**src/rpa3_pkg.sv**
```systemverilog
// ----------------------------------------------------------------------------
// rpa3_pkg
// Shared types, constants and helper functions of the reflect-padding
// address generator.
// ----------------------------------------------------------------------------
package rpa3_pkg;

  localparam int MAX_SIZE   = 1024;
  localparam int MAX_OFFSET = 64;

  // Field widths.
  localparam int CFG_W   = 11;
  localparam int PIX_W   = 12;
  localparam int OFF_W   = 8;
  localparam int COORD_W = 10;
  localparam int IDX_W   = 30;
  localparam int SIZE_W  = 11;
  localparam int P_W     = 11;
  localparam int V_W     = 14;
  localparam int MAG_W   = 13;
  localparam int WIDE_W  = P_W + MAG_W;
  localparam int ZX_W    = COORD_W + SIZE_W;

  // The modulo reduction retires two quotient bits per pipeline stage.
  localparam int STEPS_PER_STG = 2;
  localparam int FOLD_STAGES   = (MAG_W + STEPS_PER_STG - 1) / STEPS_PER_STG;
  localparam int FOLD_LAT      = FOLD_STAGES + 1;
  localparam int BACK_LAT      = FOLD_LAT + 3;

  localparam int QUEUE_DEPTH = 2;
  localparam int QPTR_W      = 1;
  localparam int QCNT_W      = 2;

  localparam int CFG_IDX_W = 3;

  typedef enum logic [CFG_IDX_W-1:0] {
    REG_SIZE_X = 3'd0,
    REG_SIZE_Y = 3'd1,
    REG_SIZE_Z = 3'd2,
    REG_PAD_X  = 3'd3,
    REG_PAD_Y  = 3'd4,
    REG_PAD_Z  = 3'd5
  } cfg_reg_t;

  typedef struct packed {
    logic [PIX_W-1:0]        out_x;
    logic [PIX_W-1:0]        out_y;
    logic [PIX_W-1:0]        out_z;
    logic signed [OFF_W-1:0] off_x;
    logic signed [OFF_W-1:0] off_y;
    logic signed [OFF_W-1:0] off_z;
  } in_item_t;

  typedef struct packed {
    logic [IDX_W-1:0]   src_index;
    logic [COORD_W-1:0] src_x;
    logic [COORD_W-1:0] src_y;
    logic [COORD_W-1:0] src_z;
  } out_item_t;

  // One axis after classification: distance magnitude, period, size and
  // a flag for an axis of size one.
  typedef struct packed {
    logic [MAG_W-1:0]  mag;
    logic [P_W-1:0]    period;
    logic [SIZE_W-1:0] n;
    logic              unit;
  } axis_t;

  typedef struct packed {
    axis_t x;
    axis_t y;
    axis_t z;
  } job_t;

  function automatic logic [SIZE_W-1:0] clamp_size(input logic [CFG_W-1:0] raw);
    logic [SIZE_W-1:0] n;
    n = SIZE_W'(raw);
    if (raw == '0) begin
      n = SIZE_W'(1);
    end else if (raw > CFG_W'(MAX_SIZE)) begin
      n = SIZE_W'(MAX_SIZE);
    end
    return n;
  endfunction

  function automatic logic signed [V_W-1:0] clamp_offset(input logic signed [OFF_W-1:0] raw);
    logic signed [V_W-1:0] v;
    v = V_W'(raw);
    if (v > V_W'(MAX_OFFSET)) begin
      v = V_W'(MAX_OFFSET);
    end else if (v < -V_W'(MAX_OFFSET)) begin
      v = -V_W'(MAX_OFFSET);
    end
    return v;
  endfunction

endpackage

```
**src/rpa3_front.sv**
```systemverilog
// ----------------------------------------------------------------------------
// rpa3_front
// Holds the configuration registers and turns each accepted item into a job
// with one entry per axis: clamped size, reflection period and distance magnitude.
// ----------------------------------------------------------------------------
module rpa3_front (
  input  logic                            clk,
  input  logic                            rst_n,
  input  logic                            cfg_we,
  input  logic [rpa3_pkg::CFG_IDX_W-1:0]  cfg_index,
  input  logic [rpa3_pkg::CFG_W-1:0]      cfg_wdata,
  input  rpa3_pkg::in_item_t              item,
  output rpa3_pkg::job_t                  job
);
  import rpa3_pkg::*;

  logic [CFG_W-1:0] size_x_r, size_y_r, size_z_r;
  logic [CFG_W-1:0] pad_x_r, pad_y_r, pad_z_r;

  always_ff @(posedge clk) begin
    if (!rst_n) begin
      size_x_r <= CFG_W'(MAX_SIZE);
      size_y_r <= CFG_W'(MAX_SIZE);
      size_z_r <= CFG_W'(MAX_SIZE);
      pad_x_r  <= '0;
      pad_y_r  <= '0;
      pad_z_r  <= '0;
    end else if (cfg_we) begin
      unique case (cfg_index)
        REG_SIZE_X: size_x_r <= cfg_wdata;
        REG_SIZE_Y: size_y_r <= cfg_wdata;
        REG_SIZE_Z: size_z_r <= cfg_wdata;
        REG_PAD_X:  pad_x_r  <= cfg_wdata;
        REG_PAD_Y:  pad_y_r  <= cfg_wdata;
        REG_PAD_Z:  pad_z_r  <= cfg_wdata;
        default: ;
      endcase
    end
  end

  // The mirror fold is symmetric about zero, so only the magnitude of the
  // distance from the volume origin is passed on.
  function automatic axis_t classify(input logic [PIX_W-1:0] pos,
                                     input logic [CFG_W-1:0] pad,
                                     input logic signed [OFF_W-1:0] off,
                                     input logic [CFG_W-1:0] size);
    axis_t a;
    logic signed [V_W-1:0] v;
    logic [SIZE_W-1:0] n;
    n = clamp_size(size);
    v = signed'(V_W'(pos)) - signed'(V_W'(pad)) + clamp_offset(off);
    a.mag    = (v < 0) ? MAG_W'(-v) : MAG_W'(v);
    a.period = P_W'({n, 1'b0} - (SIZE_W + 1)'(2));
    a.n      = n;
    a.unit   = (n == SIZE_W'(1));
    return a;
  endfunction

  assign job.x = classify(item.out_x, pad_x_r, item.off_x, size_x_r);
  assign job.y = classify(item.out_y, pad_y_r, item.off_y, size_y_r);
  assign job.z = classify(item.out_z, pad_z_r, item.off_z, size_z_r);

endmodule

```
**src/rpa3_queue.sv**
```systemverilog
// ----------------------------------------------------------------------------
// rpa3_queue
// Short FIFO of classified jobs between the front and the back.
// ----------------------------------------------------------------------------
module rpa3_queue (
  input  logic            clk,
  input  logic            rst_n,
  input  logic            push,
  input  rpa3_pkg::job_t  push_data,
  input  logic            pop,
  output rpa3_pkg::job_t  pop_data,
  output logic            empty,
  output logic            full
);
  import rpa3_pkg::*;

  job_t              mem_r [0:QUEUE_DEPTH-1];
  logic [QPTR_W-1:0] wr_ptr_r, rd_ptr_r;
  logic [QCNT_W-1:0] count_r;
  logic              do_push, do_pop;

  assign empty    = (count_r == '0);
  assign full     = (count_r == QCNT_W'(QUEUE_DEPTH));
  assign do_push  = push && !full;
  assign do_pop   = pop && !empty;
  assign pop_data = mem_r[rd_ptr_r];

  always_ff @(posedge clk) begin
    if (do_push) begin
      mem_r[wr_ptr_r] <= push_data;
    end
  end

  always_ff @(posedge clk) begin
    if (!rst_n) begin
      wr_ptr_r <= '0;
      rd_ptr_r <= '0;
      count_r  <= '0;
    end else begin
      if (do_push) begin
        wr_ptr_r <= wr_ptr_r + QPTR_W'(1);
      end
      if (do_pop) begin
        rd_ptr_r <= rd_ptr_r + QPTR_W'(1);
      end
      if (do_push && !do_pop) begin
        count_r <= count_r + QCNT_W'(1);
      end else if (do_pop && !do_push) begin
        count_r <= count_r - QCNT_W'(1);
      end
    end
  end

endmodule

```
**src/rpa3_fold.sv**
```systemverilog
// ----------------------------------------------------------------------------
// rpa3_fold
// Pipelined mirror fold of one axis: restoring modulo reduction by the
// period, two quotient bits a stage, then the reflection into [0, n).
// ----------------------------------------------------------------------------
module rpa3_fold (
  input  logic                         clk,
  input  rpa3_pkg::axis_t              axis,
  output logic [rpa3_pkg::COORD_W-1:0] coord
);
  import rpa3_pkg::*;

  logic [MAG_W-1:0]  stg_mag    [0:FOLD_STAGES-1];
  logic [P_W-1:0]    stg_period [0:FOLD_STAGES-1];
  logic [SIZE_W-1:0] stg_n      [0:FOLD_STAGES-1];
  logic              stg_unit   [0:FOLD_STAGES-1];

  logic [MAG_W-1:0]  mag_nxt    [0:FOLD_STAGES-1];
  logic [MAG_W-1:0]  mag_r      [0:FOLD_STAGES-1];
  logic [P_W-1:0]    period_r   [0:FOLD_STAGES-1];
  logic [SIZE_W-1:0] n_r        [0:FOLD_STAGES-1];
  logic              unit_r     [0:FOLD_STAGES-1];

  logic [COORD_W-1:0] coord_r, coord_nxt;

  for (genvar s = 0; s < FOLD_STAGES; s++) begin : g_stg
    if (s == 0) begin : g_first
      assign stg_mag[s]    = axis.mag;
      assign stg_period[s] = axis.period;
      assign stg_n[s]      = axis.n;
      assign stg_unit[s]   = axis.unit;
    end else begin : g_next
      assign stg_mag[s]    = mag_r[s-1];
      assign stg_period[s] = period_r[s-1];
      assign stg_n[s]      = n_r[s-1];
      assign stg_unit[s]   = unit_r[s-1];
    end

    always_comb begin
      logic [WIDE_W-1:0] acc_w;
      logic [WIDE_W-1:0] div_w;
      int                k;
      acc_w = WIDE_W'(stg_mag[s]);
      div_w = '0;
      for (int j = 0; j < STEPS_PER_STG; j++) begin
        k = MAG_W - 1 - STEPS_PER_STG * s - j;
        if (k >= 0) begin
          div_w = WIDE_W'(stg_period[s]) << k;
          if (acc_w >= div_w) begin
            acc_w = acc_w - div_w;
          end
        end
      end
      mag_nxt[s] = MAG_W'(acc_w);
    end

    always_ff @(posedge clk) begin
      mag_r[s]    <= mag_nxt[s];
      period_r[s] <= stg_period[s];
      n_r[s]      <= stg_n[s];
      unit_r[s]   <= stg_unit[s];
    end
  end

  // The remainder lies below the period; values in the upper half of the
  // period walk back down from the far edge.
  always_comb begin
    logic [MAG_W-1:0] m;
    m = mag_r[FOLD_STAGES-1];
    if (unit_r[FOLD_STAGES-1]) begin
      coord_nxt = '0;
    end else if (m >= MAG_W'(n_r[FOLD_STAGES-1])) begin
      coord_nxt = COORD_W'(period_r[FOLD_STAGES-1] - P_W'(m));
    end else begin
      coord_nxt = COORD_W'(m);
    end
  end

  always_ff @(posedge clk) begin
    coord_r <= coord_nxt;
  end

  assign coord = coord_r;

endmodule

```
**src/rpa3_back.sv**
```systemverilog
// ----------------------------------------------------------------------------
// rpa3_back
// Folds the three axes of each job and forms the linear source index
// through two registered multiply stages.
// ----------------------------------------------------------------------------
module rpa3_back (
  input  logic                clk,
  input  logic                rst_n,
  input  logic                job_valid,
  input  rpa3_pkg::job_t      job,
  output logic                out_valid,
  output rpa3_pkg::out_item_t out_data
);
  import rpa3_pkg::*;

  logic [COORD_W-1:0] fx, fy, fz;

  logic               vld_r  [0:BACK_LAT-1];
  logic [SIZE_W-1:0]  nx_d_r [0:FOLD_LAT-1];
  logic [SIZE_W-1:0]  ny_d_r [0:FOLD_LAT-1];

  logic [ZX_W-1:0]    zx_r, yx_r;
  logic [SIZE_W-1:0]  ny_r;
  logic [COORD_W-1:0] x1_r, y1_r, z1_r;
  logic [IDX_W-1:0]   zxy_r;
  logic [ZX_W:0]      lin_r;
  logic [COORD_W-1:0] x2_r, y2_r, z2_r;
  out_item_t          out_data_r;

  rpa3_fold u_fold_x (.clk(clk), .axis(job.x), .coord(fx));
  rpa3_fold u_fold_y (.clk(clk), .axis(job.y), .coord(fy));
  rpa3_fold u_fold_z (.clk(clk), .axis(job.z), .coord(fz));

  always_ff @(posedge clk) begin
    if (!rst_n) begin
      for (int i = 0; i < BACK_LAT; i++) begin
        vld_r[i] <= 1'b0;
      end
    end else begin
      vld_r[0] <= job_valid;
      for (int i = 1; i < BACK_LAT; i++) begin
        vld_r[i] <= vld_r[i-1];
      end
    end
  end

  // The sizes ride alongside the fold pipeline to meet its result.
  always_ff @(posedge clk) begin
    nx_d_r[0] <= job.x.n;
    ny_d_r[0] <= job.y.n;
    for (int i = 1; i < FOLD_LAT; i++) begin
      nx_d_r[i] <= nx_d_r[i-1];
      ny_d_r[i] <= ny_d_r[i-1];
    end
  end

  always_ff @(posedge clk) begin
    zx_r  <= ZX_W'(fz * nx_d_r[FOLD_LAT-1]);
    yx_r  <= ZX_W'(fy * nx_d_r[FOLD_LAT-1]);
    ny_r  <= ny_d_r[FOLD_LAT-1];
    x1_r  <= fx;
    y1_r  <= fy;
    z1_r  <= fz;

    zxy_r <= IDX_W'(zx_r * ny_r);
    lin_r <= (ZX_W + 1)'(yx_r) + (ZX_W + 1)'(x1_r);
    x2_r  <= x1_r;
    y2_r  <= y1_r;
    z2_r  <= z1_r;

    out_data_r.src_index <= zxy_r + IDX_W'(lin_r);
    out_data_r.src_x     <= x2_r;
    out_data_r.src_y     <= y2_r;
    out_data_r.src_z     <= z2_r;
  end

  assign out_valid = vld_r[BACK_LAT-1];
  assign out_data  = out_data_r;

endmodule

```
**src/reflect_pad_address_3d.sv**
```systemverilog
// ----------------------------------------------------------------------------
// reflect_pad_address_3d
// Mirror-reflecting source address generator for a padded 3-D volume.
// ----------------------------------------------------------------------------
// An item is taken at every clock edge where start is high and busy is low,
// one item per clock. Its result appears on out_data with out_valid high for
// exactly one cycle, in order. The receiver cannot hold results off, so it
// must take each one in the cycle it is shown. The back end drains the job
// queue every cycle, so busy stays low in operation. An item passes one
// register in the job queue, seven modulo stages per axis (two quotient bits
// a stage over a 13-bit distance), one reflection register, two multiply
// stages and a final add for the linear index. Size and padding registers
// are written through cfg_we, cfg_index and cfg_wdata; the user must write
// them only while no item is in flight, as the block does not enforce it.
// ----------------------------------------------------------------------------
module reflect_pad_address_3d (
  input  logic                            clk,
  input  logic                            rst_n,
  input  logic                            start,
  output logic                            busy,
  input  rpa3_pkg::in_item_t              in_data,
  output logic                            out_valid,
  output rpa3_pkg::out_item_t             out_data,
  input  logic                            cfg_we,
  input  logic [rpa3_pkg::CFG_IDX_W-1:0]  cfg_index,
  input  logic [rpa3_pkg::CFG_W-1:0]      cfg_wdata
);
  import rpa3_pkg::*;

  job_t front_job, queue_job;
  logic q_empty, q_full;

  rpa3_front u_front (
    .clk       (clk),
    .rst_n     (rst_n),
    .cfg_we    (cfg_we),
    .cfg_index (cfg_index),
    .cfg_wdata (cfg_wdata),
    .item      (in_data),
    .job       (front_job)
  );

  rpa3_queue u_queue (
    .clk       (clk),
    .rst_n     (rst_n),
    .push      (start && !q_full),
    .push_data (front_job),
    .pop       (!q_empty),
    .pop_data  (queue_job),
    .empty     (q_empty),
    .full      (q_full)
  );

  rpa3_back u_back (
    .clk       (clk),
    .rst_n     (rst_n),
    .job_valid (!q_empty),
    .job       (queue_job),
    .out_valid (out_valid),
    .out_data  (out_data)
  );

  assign busy = q_full;

endmodule

```
**config.mk**
```make
export PLATFORM = sky130hd
export DESIGN_NAME = reflect_pad_address_3d
export DESIGN_NICKNAME = d
export VERILOG_FILES = /design/src/rpa3_pkg.sv /design/src/rpa3_front.sv /design/src/rpa3_queue.sv /design/src/rpa3_fold.sv /design/src/rpa3_back.sv /design/src/reflect_pad_address_3d.sv
export SDC_FILE = /design/constraint.sdc
export NUM_CORES = 2
export LEC_CHECK = 0
export BUFFER_PORTS_ARGS = -buffer_cell sky130_fd_sc_hd__buf_2
export CAP_MARGIN = 20
export CORE_ASPECT_RATIO = 1.5
export CORE_MARGIN = 2
export CORE_UTILIZATION = 35
export CTS_CLUSTER_SIZE = 12
export DETAILED_ROUTE_END_ITERATION = 12
export GPL_ROUTABILITY_DRIVEN = 0
export SKIP_LAST_GASP = 1
export SLEW_MARGIN = 20
export SYNTH_ARGS = -nofsm -noshare
export SYNTH_HDL_FRONTEND = slang
export SYNTH_SLANG_ARGS = --single-unit
```
**constraint.sdc**
```tcl
create_clock -name clk -period 11.3 [get_ports clk]
set_input_delay 2.825 -clock clk [delete_from_list [all_inputs] [get_ports clk]]
set_output_delay 2.825 -clock clk [all_outputs]
set_load 0.01 [all_outputs]
```
==> flow_metrics.tcl <==
set metrics [dict create \
    status "finished, final reports clean" \
    critPathMaxFanout 21 \
    slew_headroom_pct 28.4 \
    met3_usage_pct 2.12 \
    worstSetupStartpointType "register" \
    fin_setup_tns_ns 0 \
    grt.overflow.total 0 \
    dieWidth_microns 367 \
    min_path_type "reg2reg" \
    nets 7938 \
    synthesis.area_sq_um 69100 \
    worst_ep_required_time_ns 12.01 \
    drtIter0Drc 1608 \
    postCtsHoldBufs 0 \
    syn_area_per_cell_sq_um 10.3 \
    finalSetupViolations 0 \
    cts_buffers 139 \
    synth.area.top_cells "dfxtp_1 (32%), ha_1 (12%), fa_1 (10%)" \
    fin_skew_ns 0.0377 \
    die-area_sq_um 201000 \
    cts_resized 0 \
    hold_ws_ns 0.309 \
    grt_use_met1_pct 15.4 \
    firstDrtPassIters 8 \
    slew_violations 0 \
    synth_edf_count 210 \
    insertion_delay_ns 0.78 \
    core.rowCount 199 \
    cts_buffer_depth 3 \
    synthesis.nets 7801 \
    post_layout_nonfiller_instances 9564 \
    wl_per_cell_microns 14.5 \
    synth_top_area_cell "dfxtp_1" \
    yosys_warnings 0 \
    worst_pin_slew_ns 1.07 \
    cts.sinks 1301 \
    start_util_pct 35.2 \
    hold_violations 0 \
    grt_max_degree 83 \
    synth-seq-area-share_pct 40.7 \
    grt_pass1_vias 48269 \
    cts_max_level 4 \
    end_kind "register" \
    multi_input_area_sq_um 37100 \
    grt_antenna_before_repair 2 \
    fin_crit_sh_pct 55.5 \
    rrSetupSlack_ns 5.02 \
    core_sq_um 196000 \
    area_growth_pct 11.4 \
    synth_top_area_share_pct 31.6 \
    crit_type "reg2reg" \
    placed_cells 9329 \
    cts_tree "done" \
    crit_arrival_ns 6.99 \
    numPortBuffers 139 \
    vias 45242 \
    grt_setup_unrepaired "false" \
    drc 0 \
    use_met2_pct 26.1 \
    grt_pass1_wl_microns 231000 \
    die_h_microns 548 \
    ant_nets 0 \
    ys.flop_type "dfxtp_1" \
    ys_ff_latch 1301 \
    fmax_ghz 0.159 \
    layout.area.seq_sq_um 28200 \
    clk_pin_slew_ns 0.06 \
    synth_cells 6720 \
    yosysUniqueCellTypes 102 \
    viasPerCell 4.73 \
    drive_above_1_share_pct 9.14 \
    fill_cells 19249 \
    io-pin-count 140 \
    async_flop_share_pct 0 \
    cts_setup_buffers 0 \
    wirelength_microns 138000 \
    top_usage_layer "met2" \
    hpwl_microns 108000 \
    cap_violations 0 \
    period_needed_ns 6.28 \
    fin_util_pct 39.3 \
    ctsRootBufferMaster "clkbuf_16" \
    grt_util_all_layers_pct 13.8 \
]
cell type report:
cell class	instances	area share, %
multi-input combinational	4389	48.1
sequential	1301	36.5
clock buffer	197	5.05
tap	2613	4.24
inverter	865	4.22
timing repair buffer	161	1.12
clock inverter	37	0.690
antenna	1	0.00325
metal layers:
layer,up-vias,part of all wire [%]
met5,-,0
met4,0,3.5
met3,284,3.2
met2,700,51
met1,21570,42
li1,22688,-
per-stage QoR:
| stage | area (sq um) | setup slack [ns] |
|---|---|---|
| 6_report | 77000 | 5.02 |
| 5_1_grt | 77000 | 4.54 |
| 4_1_cts | 77000 | 5.01 |
| 3_5_place_dp | 72600 | 4.33 |
| 3_3_place_gp | 72600 | 4.40 |
| 2_1_floorplan | 69100 | 3.44 |
logic make-up after synthesis:
| logic type | synth area share (%) |
|---|---|
| multiplexers | 4.74 |
| AND/OR/NAND/NOR | 12.2 |
| AO/OA/AOI/OAI | 9.87 |
| adder cells (fa/ha/maj) | 22.0 |
| XOR/XNOR | 4.78 |
| flip-flops | 40.7 |
| buffers and inverters | 5.66 |
cells in the mapped netlist, drive strengths merged, types with 12 or more instances:
cell	number
dfxtp	1091
inv	865
ha	650
nand2	564
fa	353
nor2	296
and2	272
xnor2	255
a21oi	249
edfxtp	210
o21ai	210
mux2	208
a21o	163
clkbuf	146
xor2	122
nor2b	110
nor3	90
mux2i	87
a21boi	86
nand3	69
nand2b	59
o21a	55
nand4	54
nor4	49
o21bai	37
a211oi	36
a31oi	35
o31ai	30
and3	25
or2	21
or3	21
buf	19
a2111oi	15
o211ai	14
and4	12
cell usage in the layout, fill, tap and decap left out, types with 108 or more instances in the layout:
cell / instances
and2_1: 272
xor2_1: 122
dfxtp_1: 1090
buf_2: 138
edfxtp_1: 210
a21oi_1: 243
xnor2_1: 255
nor2_1: 291
ha_1: 650
inv_1: 864
fa_1: 353
o21ai_0: 179
nand2_1: 563
clkbuf_16: 139
mux2_2: 181
nor2b_1: 108
a21o_1: 163
sequential cells by signal (all words and copies together) (netlist names), 22 cells and up, named ones only:
name                      count
u_back.lin_r                 22
u_back.nx_d_r                57
u_back.ny_d_r                55
u_back.out_data              60
u_back.u_fold_x.mag_r        91
u_back.u_fold_x.n_r          31
u_back.u_fold_x.period_r     69
u_back.u_fold_y.mag_r        91
u_back.u_fold_y.n_r          33
u_back.u_fold_y.period_r     69
u_back.u_fold_z.mag_r        91
u_back.u_fold_z.n_r          77
u_back.u_fold_z.period_r     69
u_back.zxy_r                 30
u_queue.mem_r               210
worst paths after layout:
| path | end | cells past startpoint | startpoint |
|---|---|---|---|
| worst max register to register | u_back.zxy_r[28]$_DFF_P_ | 19 | u_back.ny_r[7]$_DFF_P_ |
| worst max-delay path | u_back.zxy_r[28]$_DFF_P_ | 19 | u_back.ny_r[7]$_DFF_P_ |
| worst min-delay path | u_back.u_fold_y.n_r[5][0]$_DFF_P_ | 0 | u_back.ny_d_r[4][0]$_DFF_P_ |
| worst min register to register | u_back.u_fold_y.n_r[5][0]$_DFF_P_ | 0 | u_back.ny_d_r[4][0]$_DFF_P_ |
worst max-delay path: stages, from the launching register on:
cell and delay (ns):
dfxtp_1 0.86, nand2_1 0.18, fa_1 0.56, inv_1 0.05
fa_1 0.46, fa_1 0.52, fa_1 0.54, inv_1 0.06
fa_1 0.53, inv_1 0.04, ha_1 0.35, a21o_1 0.20
a221oi_1 0.28, o21ai_0 0.16, a21o_1 0.23, o2bb2ai_1 0.20
a211oi_1 0.49, o21ai_0 0.16, a21oi_1 0.20, xnor2_1 0.13
Power is not shown: default switching activity piles up to over one toggle a cycle in this logic, so the estimate is an artifact.
